<file path="src/hw/rtl/aist_pkg.sv">
package aist_pkg;

   localparam int unsigned DATA_W = 32;

   localparam logic signed [DATA_W-1:0] OBJ_MAX = 32'sh7FFF_FFFF;

   // Configuration register indexes and reset values.
   localparam logic [1:0] CSR_STRETCH = 2'd0;
   localparam logic [1:0] CSR_DIM     = 2'd1;
   localparam logic [1:0] CSR_POINTS  = 2'd2;

   localparam logic [15:0] STRETCH_RESET = 16'd512;
   localparam logic [1:0]  DIM_RESET     = 2'd1;
   localparam logic [6:0]  POINTS_RESET  = 7'd8;

   localparam logic [1:0] DIM_ONE = 2'd1;
   localparam logic [1:0] DIM_TWO = 2'd2;

   typedef enum logic [1:0] {
      REQ_LOAD      = 2'd0,
      REQ_RECOMMEND = 2'd1,
      REQ_REPORT    = 2'd2
   } req_kind_type;

   typedef enum logic [1:0] {
      STAT_OK       = 2'd0,
      STAT_MISMATCH = 2'd1,
      STAT_BAD_DIM  = 2'd2
   } status_type;

   typedef enum logic [1:0] {
      RD_IDX,
      RD_CURSOR,
      RD_LAST
   } rd_sel_type;

   typedef enum logic [1:0] {
      OW_NONE,
      OW_MAX,
      OW_REPORT
   } obj_wr_type;

   typedef enum logic [1:0] {
      SW_NONE,
      SW_LOAD,
      SW_MUL,
      SW_DIV
   } smp_wr_type;

   typedef enum logic [4:0] {
      ST_INIT_CLEAR,
      ST_IDLE,
      ST_DECODE,
      ST_SCAN_RD,
      ST_SCAN_CMP,
      ST_FIRST_RD,
      ST_FIRST_CHK,
      ST_MUL_RD,
      ST_MUL_PROD,
      ST_MUL_WR,
      ST_DIV_RD,
      ST_DIV_START,
      ST_DIV_WAIT,
      ST_WRAP_CLEAR,
      ST_REC_ADV,
      ST_REC_RD1,
      ST_REC_D1,
      ST_REC_RD2,
      ST_REC_D2,
      ST_REP_RD,
      ST_REP_CHK,
      ST_OUT
   } state_type;

   typedef struct packed {
      logic       latch;
      logic       cnt_clr;
      logic       cnt_inc;
      rd_sel_type rd_sel;
      obj_wr_type obj_wr;
      smp_wr_type smp_wr;
      logic       scan_cmp;
      logic       mul_prod;
      logic       div_start;
      logic       cursor_adv;
      logic       set_p1;
      logic       set_p2;
      logic       set_cnt;
      logic       set_status;
      status_type status_val;
      logic       out_load;
   } ctrl_cmd_type;

   typedef struct packed {
      logic [1:0] rq_type;
      logic [1:0] dim_mode;
      logic       wrap;
      logic       cursor_none;
      logic       idx_last;
      logic       clear_last;
      logic       do_div;
      logic       do_mul;
      logic       div_done;
      logic       param_match;
      logic       out_free;
   } ctrl_stat_type;

endpackage

</file>
<file path="src/hw/rtl/aist_ctrl.sv">
module aist_ctrl (
   input  logic                    clock,
   input  logic                    reset,
   input  logic                    req_valid,
   output logic                    req_stall,
   input  aist_pkg::ctrl_stat_type stat,
   output aist_pkg::ctrl_cmd_type  cmd
);
   import aist_pkg::*;

   state_type state_ff;
   state_type state_in;

   always_ff @(posedge clock) begin
      if (reset) begin
         state_ff <= ST_INIT_CLEAR;
      end else begin
         state_ff <= state_in;
      end
   end

   always_comb begin
      state_in       = state_ff;
      cmd            = '0;
      cmd.rd_sel     = RD_IDX;
      cmd.obj_wr     = OW_NONE;
      cmd.smp_wr     = SW_NONE;
      cmd.status_val = STAT_OK;
      req_stall      = 1'b1;

      unique case (state_ff)
         ST_INIT_CLEAR: begin
            cmd.obj_wr = OW_MAX;
            if (stat.clear_last) begin
               cmd.cnt_clr = 1'b1;
               state_in    = ST_IDLE;
            end else begin
               cmd.cnt_inc = 1'b1;
            end
         end
         ST_IDLE: begin
            req_stall = 1'b0;
            if (req_valid) begin
               cmd.latch = 1'b1;
               state_in  = ST_DECODE;
            end
         end
         ST_DECODE: begin
            unique case (stat.rq_type)
               REQ_LOAD: begin
                  cmd.smp_wr = SW_LOAD;
                  state_in   = ST_OUT;
               end
               REQ_RECOMMEND: begin
                  if (stat.wrap) begin
                     cmd.cnt_clr = 1'b1;
                     state_in    = ST_SCAN_RD;
                  end else begin
                     state_in = ST_REC_ADV;
                  end
               end
               REQ_REPORT: begin
                  if (stat.cursor_none) begin
                     cmd.set_status = 1'b1;
                     cmd.status_val = STAT_MISMATCH;
                     state_in       = ST_OUT;
                  end else begin
                     state_in = ST_REP_RD;
                  end
               end
               default: begin
                  state_in = ST_OUT;
               end
            endcase
         end
         ST_SCAN_RD: begin
            state_in = ST_SCAN_CMP;
         end
         ST_SCAN_CMP: begin
            cmd.scan_cmp = 1'b1;
            if (stat.idx_last) begin
               cmd.cnt_clr = 1'b1;
               state_in    = ST_FIRST_RD;
            end else begin
               cmd.cnt_inc = 1'b1;
               state_in    = ST_SCAN_RD;
            end
         end
         ST_FIRST_RD: begin
            state_in = ST_FIRST_CHK;
         end
         ST_FIRST_CHK: begin
            if (stat.do_div) begin
               state_in = ST_DIV_RD;
            end else if (stat.do_mul) begin
               state_in = ST_MUL_RD;
            end else begin
               state_in = ST_WRAP_CLEAR;
            end
         end
         ST_MUL_RD: begin
            state_in = ST_MUL_PROD;
         end
         ST_MUL_PROD: begin
            cmd.mul_prod = 1'b1;
            state_in     = ST_MUL_WR;
         end
         ST_MUL_WR: begin
            cmd.smp_wr = SW_MUL;
            if (stat.idx_last) begin
               cmd.cnt_clr = 1'b1;
               state_in    = ST_WRAP_CLEAR;
            end else begin
               cmd.cnt_inc = 1'b1;
               state_in    = ST_MUL_RD;
            end
         end
         ST_DIV_RD: begin
            state_in = ST_DIV_START;
         end
         ST_DIV_START: begin
            cmd.div_start = 1'b1;
            state_in      = ST_DIV_WAIT;
         end
         ST_DIV_WAIT: begin
            if (stat.div_done) begin
               cmd.smp_wr = SW_DIV;
               if (stat.idx_last) begin
                  cmd.cnt_clr = 1'b1;
                  state_in    = ST_WRAP_CLEAR;
               end else begin
                  cmd.cnt_inc = 1'b1;
                  state_in    = ST_DIV_RD;
               end
            end
         end
         ST_WRAP_CLEAR: begin
            cmd.obj_wr = OW_MAX;
            if (stat.clear_last) begin
               cmd.cnt_clr = 1'b1;
               state_in    = ST_REC_ADV;
            end else begin
               cmd.cnt_inc = 1'b1;
            end
         end
         ST_REC_ADV: begin
            cmd.cursor_adv = 1'b1;
            if (stat.dim_mode == DIM_ONE || stat.dim_mode == DIM_TWO) begin
               state_in = ST_REC_RD1;
            end else begin
               cmd.set_status = 1'b1;
               cmd.status_val = STAT_BAD_DIM;
               state_in       = ST_OUT;
            end
         end
         ST_REC_RD1: begin
            cmd.rd_sel = RD_CURSOR;
            state_in   = ST_REC_D1;
         end
         ST_REC_D1: begin
            cmd.set_p1  = 1'b1;
            cmd.set_cnt = 1'b1;
            if (stat.dim_mode == DIM_TWO) begin
               state_in = ST_REC_RD2;
            end else begin
               state_in = ST_OUT;
            end
         end
         ST_REC_RD2: begin
            cmd.rd_sel = RD_LAST;
            state_in   = ST_REC_D2;
         end
         ST_REC_D2: begin
            cmd.set_p2 = 1'b1;
            state_in   = ST_OUT;
         end
         ST_REP_RD: begin
            cmd.rd_sel = RD_CURSOR;
            state_in   = ST_REP_CHK;
         end
         ST_REP_CHK: begin
            if (stat.param_match) begin
               cmd.obj_wr = OW_REPORT;
            end else begin
               cmd.set_status = 1'b1;
               cmd.status_val = STAT_MISMATCH;
            end
            state_in = ST_OUT;
         end
         ST_OUT: begin
            if (stat.out_free) begin
               cmd.out_load = 1'b1;
               state_in     = ST_IDLE;
            end
         end
         default: begin
            state_in = ST_IDLE;
         end
      endcase
   end

endmodule

</file>
<file path="config.mk">
export PLATFORM = sky130hd
export DESIGN_NAME = aist_ctrl
export DESIGN_NICKNAME = d
export VERILOG_FILES = /design/src/hw/rtl/aist_pkg.sv /design/src/hw/rtl/aist_ctrl.sv
export SDC_FILE = /design/constraint.sdc
export NUM_CORES = 1
export LEC_CHECK = 0
export ABC_AREA = 1
export BUFFER_PORTS_ARGS = -buffer_cell sky130_fd_sc_hd__clkbuf_2
export CAP_MARGIN = 0
export CORE_MARGIN = 4
export CORE_UTILIZATION = 40
export CTS_BUF_LIST = sky130_fd_sc_hd__clkbuf_16
export CTS_CLUSTER_SIZE = 20
export DETAILED_ROUTE_END_ITERATION = 10
export GPL_ROUTABILITY_DRIVEN = 0
export PLACE_DENSITY_LB_ADDON = 0.12
export SLEW_MARGIN = 20
export SYNTH_ARGS = -nofsm -noshare
export SYNTH_HDL_FRONTEND = slang
export SYNTH_SLANG_ARGS = --single-unit
export TNS_END_PERCENT = 10
</file>
<file path="constraint.sdc">
create_clock -name clock -period 4.72 [get_ports clock]
set_clock_uncertainty 0.1 [all_clocks]
set_input_delay 0.944 -clock clock [delete_from_list [all_inputs] [get_ports clock]]
set_output_delay 0.944 -clock clock [all_outputs]
set_load 0.05 [all_outputs]
</file>
Word level (Yosys, flattened, before mapping)
Index checks and enable logic that the tools add are counted.
{ "classes": {"eq_ne": 30, "mux": 47, "reduce_logical": 8} }
{ "ops": {"columns": ["operator", "n"], "rows": [
  ["case mux 5 bit (21 select lines)", 1],
  ["equality test 5 x 4 -> 1 bit, second input constant", 8],
  ["two-way mux 5 bit", 7],
  ["equality test 5 bit, second input constant", 6],
  ["two-way mux 3 bit", 8],
  ["equality test 5 x 3 -> 1 bit, second input constant", 4],
  ["two-way mux 1 bit", 18],
  ["two-way mux 4 bit", 3],
  ["equality test 5 x 2 -> 1 bit, second input constant", 2],
  ["inequality test 2 bit, second input constant", 5],
  ["case mux 5 bit (2 select lines)", 1],
  ["case mux 3 bit (3 select lines)", 1],
  ["case mux 2 bit (2 select lines)", 2],
  ["OR reduction 2 bit", 4],
  ["two-way mux 2 bit", 3],
  ["case mux 2 bit (3 select lines)", 1],
  ["equality test 5 x 1 -> 1 bit, second input constant", 1],
  ["zero test 5 bit", 1],
  ["AND reduction 5 bit", 1],
  ["equality test 2 x 1 -> 1 bit, second input constant", 2],
  ["equality test 2 bit, second input constant", 2],
  ["case mux 1 bit (4 select lines)", 1],
  ["case mux 1 bit (3 select lines)", 1],
  ["zero test 2 bit", 1],
  ["logical OR 1 bit", 1]
]} }
{ "word_totals": {"register_bits": 5, "inputBits": 16, "out_inout_bits": 21, "wordCells": 86} }

Depth between registers and ports, before layout
Gate-level depths: netlist of run 1.
{ "depth": {"word_depth": 4, "mapped_depth": 10, "ltp_nobuf": 10} }

Worst setup path before layout of run 1
Ideal clock, no wire load.
{ "synth_timing": {"path_type": "input port to output port", "startpoint": "in stat[9] (netlist bit)", "endpoint": "out cmd[3] (netlist bit)", "arrival_ps": 2957, "required_time_ps": 3676, "path_slack_ps": 719, "stages": 5, "path_buffers": 0, "cell_sequence": "inv_1 -> ha_1 -> inv_1 -> nor3_1 -> or2_1"} }
{ "synth_rtl": {"columns": ["element", "line", "source"], "rows": [
  ["from (decl)", "aist_ctrl.sv:6", "input aist_pkg::ctrl_stat_type stat,"],
  ["to (decl)", "aist_ctrl.sv:7", "output aist_pkg::ctrl_cmd_type cmd"]
]} }

==> results summary, run 1 <==
The run finished with clean final reports. The post-place instance area came out at 1090 um^2. The number of enable flip-flop cells after synthesis came out at 0.

The H-tree depth came out at 1. Of the post-synthesis cell area, the part taken by muxes is 0. The switching share of total power is 0.574. The clock period minus worst slack is 3070 ps. STA classifies the critical path startpoint as an input port. The number of iterations in the first detailed-routing pass came out at 5. The overall via count from detail_route is 1187. The total nets after synthesis came out at 186. STA classifies the critical path endpoint as an output pin. Counting instances in the post-synthesis netlist gives the leading cell types as sky130_fd_sc_hd__nand2_1, sky130_fd_sc_hd__inv_1, sky130_fd_sc_hd__nor2_1. The setup fix buffers added after clock tree synthesis came out at 0. The final instance area is 1170 um^2. In the post-synthesis netlist, the biggest area contributors are sky130_fd_sc_hd__nand2_1, sky130_fd_sc_hd__inv_1, sky130_fd_sc_hd__dfxtp_1, sky130_fd_sc_hd__nor2_1, sky130_fd_sc_hd__nand3_1. The initial cell density of the core is 0.434.

The compound-gate portion of the synthesized area came to 0.126. Traced cell by cell, the critical path runs through clkbuf_2 -> inv_1 -> ha_1 -> inv_1 -> nor3_1 -> or2_1 -> clkbuf_2. In this run the critical register-to-register path is captured at state_ff[0]. The floorplan die width came out at 55.1 um.

The worst register-to-register path has a setup slack of 3010 ps. The peak per-stage delay on the critical path is 260 ps. The main combinational cell family by area after synthesis is simple AND/OR/NAND/NOR gates. Of all cell types, the one taking the most synthesized area is sky130_fd_sc_hd__nand2_1.

The peak fanout along the critical path came out at 3. Of the post-synthesis cell area, the dominant cell type holds 0.178. The repair_antennas step left the layout with diodes totalling 0. The clock buffer count from CTS is 3.

The depth of the worst register-to-register path came out at 8. VDD sags by at most 0.000461 V. The wire length of the first global-routing pass is 4400 um. Of the total power, the clock network draws 0.218. The worst pin sits at a relative slew slack of 0.754. The total setup violations reported at the end of the flow came out at 0. The power density over the cells came out at 537 nW/um^2. For this design, the slowest cell found on the critical path is sky130_fd_sc_hd__ha_1. The HPWL after detailed placement is 2250 um. The post-detailed-routing wire length is 2660 um. The core utilization of the finished layout came out at 0.572. The clock root buffer master is sky130_fd_sc_hd__clkbuf_16.

Excluding fillers, the count of instances in the completed layout stands at 230. At the pin with the least slew margin, the transition time is 368 ps. The via count of the first global-routing pass is 1058. In this run the critical register-to-register path is launched from state_ff[0]. Setup repair after global routing left no endpoint under its margin. For this design, the CTS-stage hold fixing added 0 buffers. The critical path ends at cmd[3].

The number of violations of the max-capacitance limit came out at 0. The tightest min-delay check is of the flop to flop type. After floorplanning, the core was sized to cover 2040 um^2.

The post-synthesis instance area came out at 887 um^2. The number of sinks driven by the clock tree came out at 5. The total routing resource utilization after global routing came out at 0.198. The fraction of final layout cells sized beyond drive strength 1 is 0.261. The average size of a mapped cell came out at 5.38 um^2. Yosys printed 0 warnings. The site row count is 16. No sink is reached through more buffers than the 2 on the longest clock path. The area overhead of the layout relative to synthesis came out at 31.6%. The overflow left after global routing is 0. At the worst endpoint, the arrival time is 2030 ps. In the final layout, the registers with the most flip-flops are state_ff (5). The clock-pin slew on the worst setup and hold paths is 30 ps. The final hold violation count came out at 0.

The register with the most flip-flops in the layout has 5 of them. The count of routing violations after the opening detailed-route iteration is 38. The vertical die dimension is 55.1 um. Dividing the final minimum period by the clock period gives 0.651. For this run, the post-layout net count is 225. The count of cell types in the netlist came out at 24.

The startpoint identified for the worst hold timing path is state_ff[0]. The post-detailed-route count of antenna-violating nets is 0. The required time of the critical path is 3680 ps. The timing startpoint of the critical path is stat[9].

The final max-slew violation count is 0. The number of antenna violations at the first check in global routing is 0. The internal cell power came out at 0.000267 W. The pin count of the biggest net entering global routing came out at 9. The leakage power came out at 0.700 nW. The simple logic cell fraction of the synthesized area came out at 0.537.

The number of gates given a new drive strength after cts came out at 0. The latest clock arrival within the worst-skew pair is 230 ps. After detailed routing, the number of vias per cell comes to 5.16.

TritonCTS built the clock tree. The final total negative setup slack is 0 ps. The number of buffer cells added on primary ports is 36. In the post-synthesis netlist, the cell with the most instances is sky130_fd_sc_hd__nand2_1. After synthesis, the share of flip-flops with an asynchronous set or reset is 0. The sequential cell area fraction in the yosys report is 0.113.

In this run the power spent charging and discharging nets is 0.000360 W. The area share of fa/ha/maj cells after synthesis is 0.0705. The critical path is of the input port to output pin type. The dominant register cell in the synthesized netlist is sky130_fd_sc_hd__dfxtp_1. The number of flip-flops and latches in the synthesized netlist is 5. The sequential fraction of design power is 0.129. Of the total power, combinational logic draws 0.653. Based on the critical path, the design can be clocked at up to 0.325 GHz.

The smallest hold slack is 517 ps. The cell count after placement came out at 226. The register with the most flip-flops in the final layout is state_ff. The xor and xnor fraction of the mapped netlist area is 0. The gate count after technology mapping came out at 165. The total die area came out at 3040 um^2. After detailed routing, the number of remaining DRC violations is 0. The count of boundary I/O pins came out at 37.

The final routed wire length divided by cell count came out at 11.6 um.
cell usage in the layout, fill, tap and decap left out, types with 6 or more instances in the layout:
cell and n:
sky130_fd_sc_hd__a21oi_1 7, sky130_fd_sc_hd__clkbuf_2 36, sky130_fd_sc_hd__nand2_1 42, sky130_fd_sc_hd__nor2_1 23, sky130_fd_sc_hd__nand3_1 13, sky130_fd_sc_hd__inv_1 33, sky130_fd_sc_hd__o21ai_0 6
metal layers:
layer,part of all wire,wire length [um],GRT usage
met2,0.46,1210,0.331
met5,0,0,0
met4,0.015,39,0.0486
met3,0.073,195,0.0429
met1,0.45,1210,0.256
per-stage QoR:
stage / setup WS, ps / total power, W
2_1_floorplan: 719 / 0.000402
3_3_place_gp: 1660 / 0.000486
3_5_place_dp: 1620 / 0.000487
4_1_cts: 1620 / 0.000629
5_1_grt: 1530 / 0.000674
6_report: 1650 / 0.000627
power by group through the flow:
stage                     Combinational [W]  Sequential [W]  Clock [W]
after floorplan                    0.000331       0.0000706          0
after global placement             0.000405       0.0000803          0
after detailed placement           0.000407       0.0000805          0
after CTS                          0.000410       0.0000797   0.000139
after global routing               0.000450       0.0000829   0.000141
final                              0.000409       0.0000809   0.000137
cells by family (layout without fill, tap and decap cells):
family	count (synthesis)	after routing
and+or+nand+nor	101	101
buffers and inverters	35	73
AOI/OAI and AO/OA	19	19
adders and majority gates	5	5
DFF	5	5
worst max-delay path, delay by kind of cell:
family	cells	cell delay (ps)
buffers and inverters	4	410
adder cells (fa/ha/maj)	1	260
AND/OR/NAND/NOR	2	410
layout make-up:
cell class / instances / area [um^2]
Sequential cell: 5 / 100
Multi-Input combinational cell: 125 / 651
Tap cell: 27 / 33.8
Clock inverter: 1 / 3.75
Clock buffer: 3 / 75.1
Timing Repair Buffer: 36 / 180
Inverter: 33 / 124
Fill cell: 239 / 875
how the worst min path moves through the flow:
stage                   to  slack, ps  cells past startpoint
3_3_place_gp   state_ff[0]        500                      2
4_1_cts        state_ff[0]        500                      2
6_report       state_ff[0]        520                      2
5_1_grt        state_ff[0]        550                      2
2_1_floorplan  state_ff[0]        450                      2
3_5_place_dp   state_ff[0]        500                      2
Note: power is estimated with default switching activity, not from simulation.
==> run 2, diff against run 1 <==
Clock period 4.72 ns to 3.2 ns, I/O delays scaled along.
==> run 2 against run 1 <==
Final cell count unchanged. Die area unchanged. Via count down 3.5%. Sequential cell count unchanged. Sequential power up 47%. Critical path type is now flop to output pin. Critical endpoint unchanged.
==> results summary, run 2 (synthesized netlist as in run 1, its figures left out) <==
The flow ran to the end, and the final reports show no timing, DRC or antenna violations. The final total negative setup slack came out at 0 ps. The worst setup path is captured at an output pin. The number of iterations in the first detailed-routing pass is 4. The internal cell power is 0.000393 W. The wire length of the first global-routing pass is 4480 um. The routed wire length on met2 came out at 1240 um. The flip-flop count of the largest register, all copies and words added is 5. The via count of the first global-routing pass came out at 1075. After detailed routing, the number of remaining DRC violations is 0. The register ranked first by flip-flop count is state_ff. The maximum clock path buffer count came out at 2. CTS saw 5 sinks.

The kind of launch point of the worst setup path is a flop. The core area came out at 2040 um^2. The worst slew margin relative to its limit is 0.753. The final max-slew violation count came out at 0.

For this configuration, the core starts out at a cell density of 0.434. In the global route stage, overall resource usage came out at 0.199. After detailed routing, the wire length on met1 is 1150 um.

Detailed routing inserted a total of 1146 vias. The H-tree depth came out at 1. The kind of path behind the tightest hold check is flop to flop. The overflow left after global routing came out at 0.

The share of total power dissipated in sequential elements is 0.130. The number of antenna diodes in the final layout is 0. The final cycle utilization of the critical path came out at 0.792. The count of boundary I/O pins is 37. The leakage power is 0.700 nW. The final hold violation count is 0.

Dividing the detail-routed wire length by the instance count gives 11.2 um. Port buffering added 36 buffers. Gates resized during post-CTS repair numbered 0. The worst path meets setup with 664 ps of slack. The analysis attributes to net switching a power of 0.000523 W. The total setup violations reported at the end of the flow came out at 0. Along the worst path, the maximum fanout reaches 6. The critical path data arrival time is 1800 ps. The clock buffer count from CTS came out at 3. The number of nets in the layout is 225.

The worst-case IR drop observed on VDD is 0.000807 V. The site row count is 16. The area overhead of the layout relative to synthesis is 32.2%. The clock root buffer master is sky130_fd_sc_hd__clkbuf_16. The vertical die dimension came out at 55.1 um. The uppermost layer routed is met3.

The number of antenna violations at the first check in global routing came out at 0. The count of nets left with antenna violations once routing finished came out at 0. The clock period minus worst slack is 2540 ps. Setup repair after global routing left no endpoint under its margin. Of the total power, combinational logic draws 0.655.

In the final layout, the registers with the most flip-flops are state_ff (5). The filler cell count is 228. Leaving out fill and tap cells, the most frequent cells in the layout are sky130_fd_sc_hd__nand2_1, sky130_fd_sc_hd__clkbuf_2, sky130_fd_sc_hd__inv_1, sky130_fd_sc_hd__nor2_1, sky130_fd_sc_hd__nand3_1. The slew at the pin closest to its max-slew limit is 370 ps. The worst slack at placement came out at 727 ps. The switching share of total power is 0.571.

Max-cap violations in this run came to 0. The maximum achievable frequency came out at 0.394 GHz. The HPWL after detailed placement is 2290 um. The share of total power dissipated in the clock network is 0.216. Entering global routing, the biggest net connects 9 pins. The total die area came out at 3040 um^2. The setup fix buffers added after clock tree synthesis is 0.

The count of hold buffers inserted by post-cts repair came out at 0. The post-detailed-routing wire length came out at 2580 um. The floorplan die width came out at 55.1 um. The power density over the cells is 782 nW/um^2. The sum of met3 wire segment lengths after detailed routing is 187 um.

Clock latency on the worst-skew pair, taken at its later pin, is 220 ps. The most common cell after layout, fill and taps aside is sky130_fd_sc_hd__nand2_1. The clock-pin slew on the worst setup and hold paths is 30 ps. The fraction of final layout cells sized beyond drive strength 1 came out at 0.266. TritonCTS built the clock tree. The critical path class is flop to output pin. The required time of the critical path is 2460 ps. The count of routing violations after the opening detailed-route iteration came out at 39.

After detailed routing, the number of vias per cell comes to 4.98.
[run 2: worst max-delay path: stages (launching register included)]
cell                       delay [ps]
sky130_fd_sc_hd__dfxtp_1          350
sky130_fd_sc_hd__nor2_1           220
sky130_fd_sc_hd__inv_1            180
sky130_fd_sc_hd__nor2_1           280
sky130_fd_sc_hd__a32o_1           180
sky130_fd_sc_hd__or2_1            100
sky130_fd_sc_hd__clkbuf_2         260
[run 2: power by group through the flow]
stage / Combinational [W] / Sequential, W / Clock [W]
after floorplan: 0.000489 / 0.000104 / 0
after global placement: 0.000598 / 0.000119 / 0
after detailed placement: 0.000600 / 0.000119 / 0
after CTS: 0.000603 / 0.000118 / 0.000202
after global routing: 0.000666 / 0.000122 / 0.000207
final: 0.000600 / 0.000119 / 0.000198
[run 2: final cells by class]
| cell class | instances | area, um^2 | area share |
|---|---|---|---|
| Tap cell | 27 | 33.8 | 0.0288 |
| Multi-Input combinational cell | 125 | 656 | 0.559 |
| Timing Repair Buffer | 36 | 180 | 0.154 |
| Inverter | 33 | 124 | 0.106 |
| Sequential cell | 5 | 100 | 0.0854 |
| Clock inverter | 1 | 3.75 | 0.00320 |
| Clock buffer | 3 | 75.1 | 0.0640 |
[run 2: metal layers]
metal  vias up  track usage
met3         0       0.0509
met1       499        0.264
met2        41        0.333
met4         0       0.0202
met5         -            0
li1        606            -
[run 2: path summary, 6_finish.rpt]
check	from	end	slack, ps	depth (start not counted)
worst max-delay path	state_ff[1]	cmd[3]	660	6
worst min-delay path	state_ff[0]	state_ff[0]	520	2
worst max register to register	state_ff[1]	state_ff[0]	1530	8
worst min register to register	state_ff[0]	state_ff[0]	520	2
[run 2: per-stage QoR]
step | util | total power (W) | hold WS, ps | instance area [um^2] | instances
2_1_floorplan | - | 0.000593 | 454 | 892 | 165
3_3_place_gp | 0.536 | 0.000717 | 498 | 1090 | 226
3_5_place_dp | 0.536 | 0.000719 | 500 | 1090 | 226
4_1_cts | 0.574 | 0.000923 | 510 | 1170 | 230
5_1_grt | 0.574 | 0.000995 | 543 | 1170 | 230
6_report | 0.574 | 0.000916 | 515 | 1170 | 230
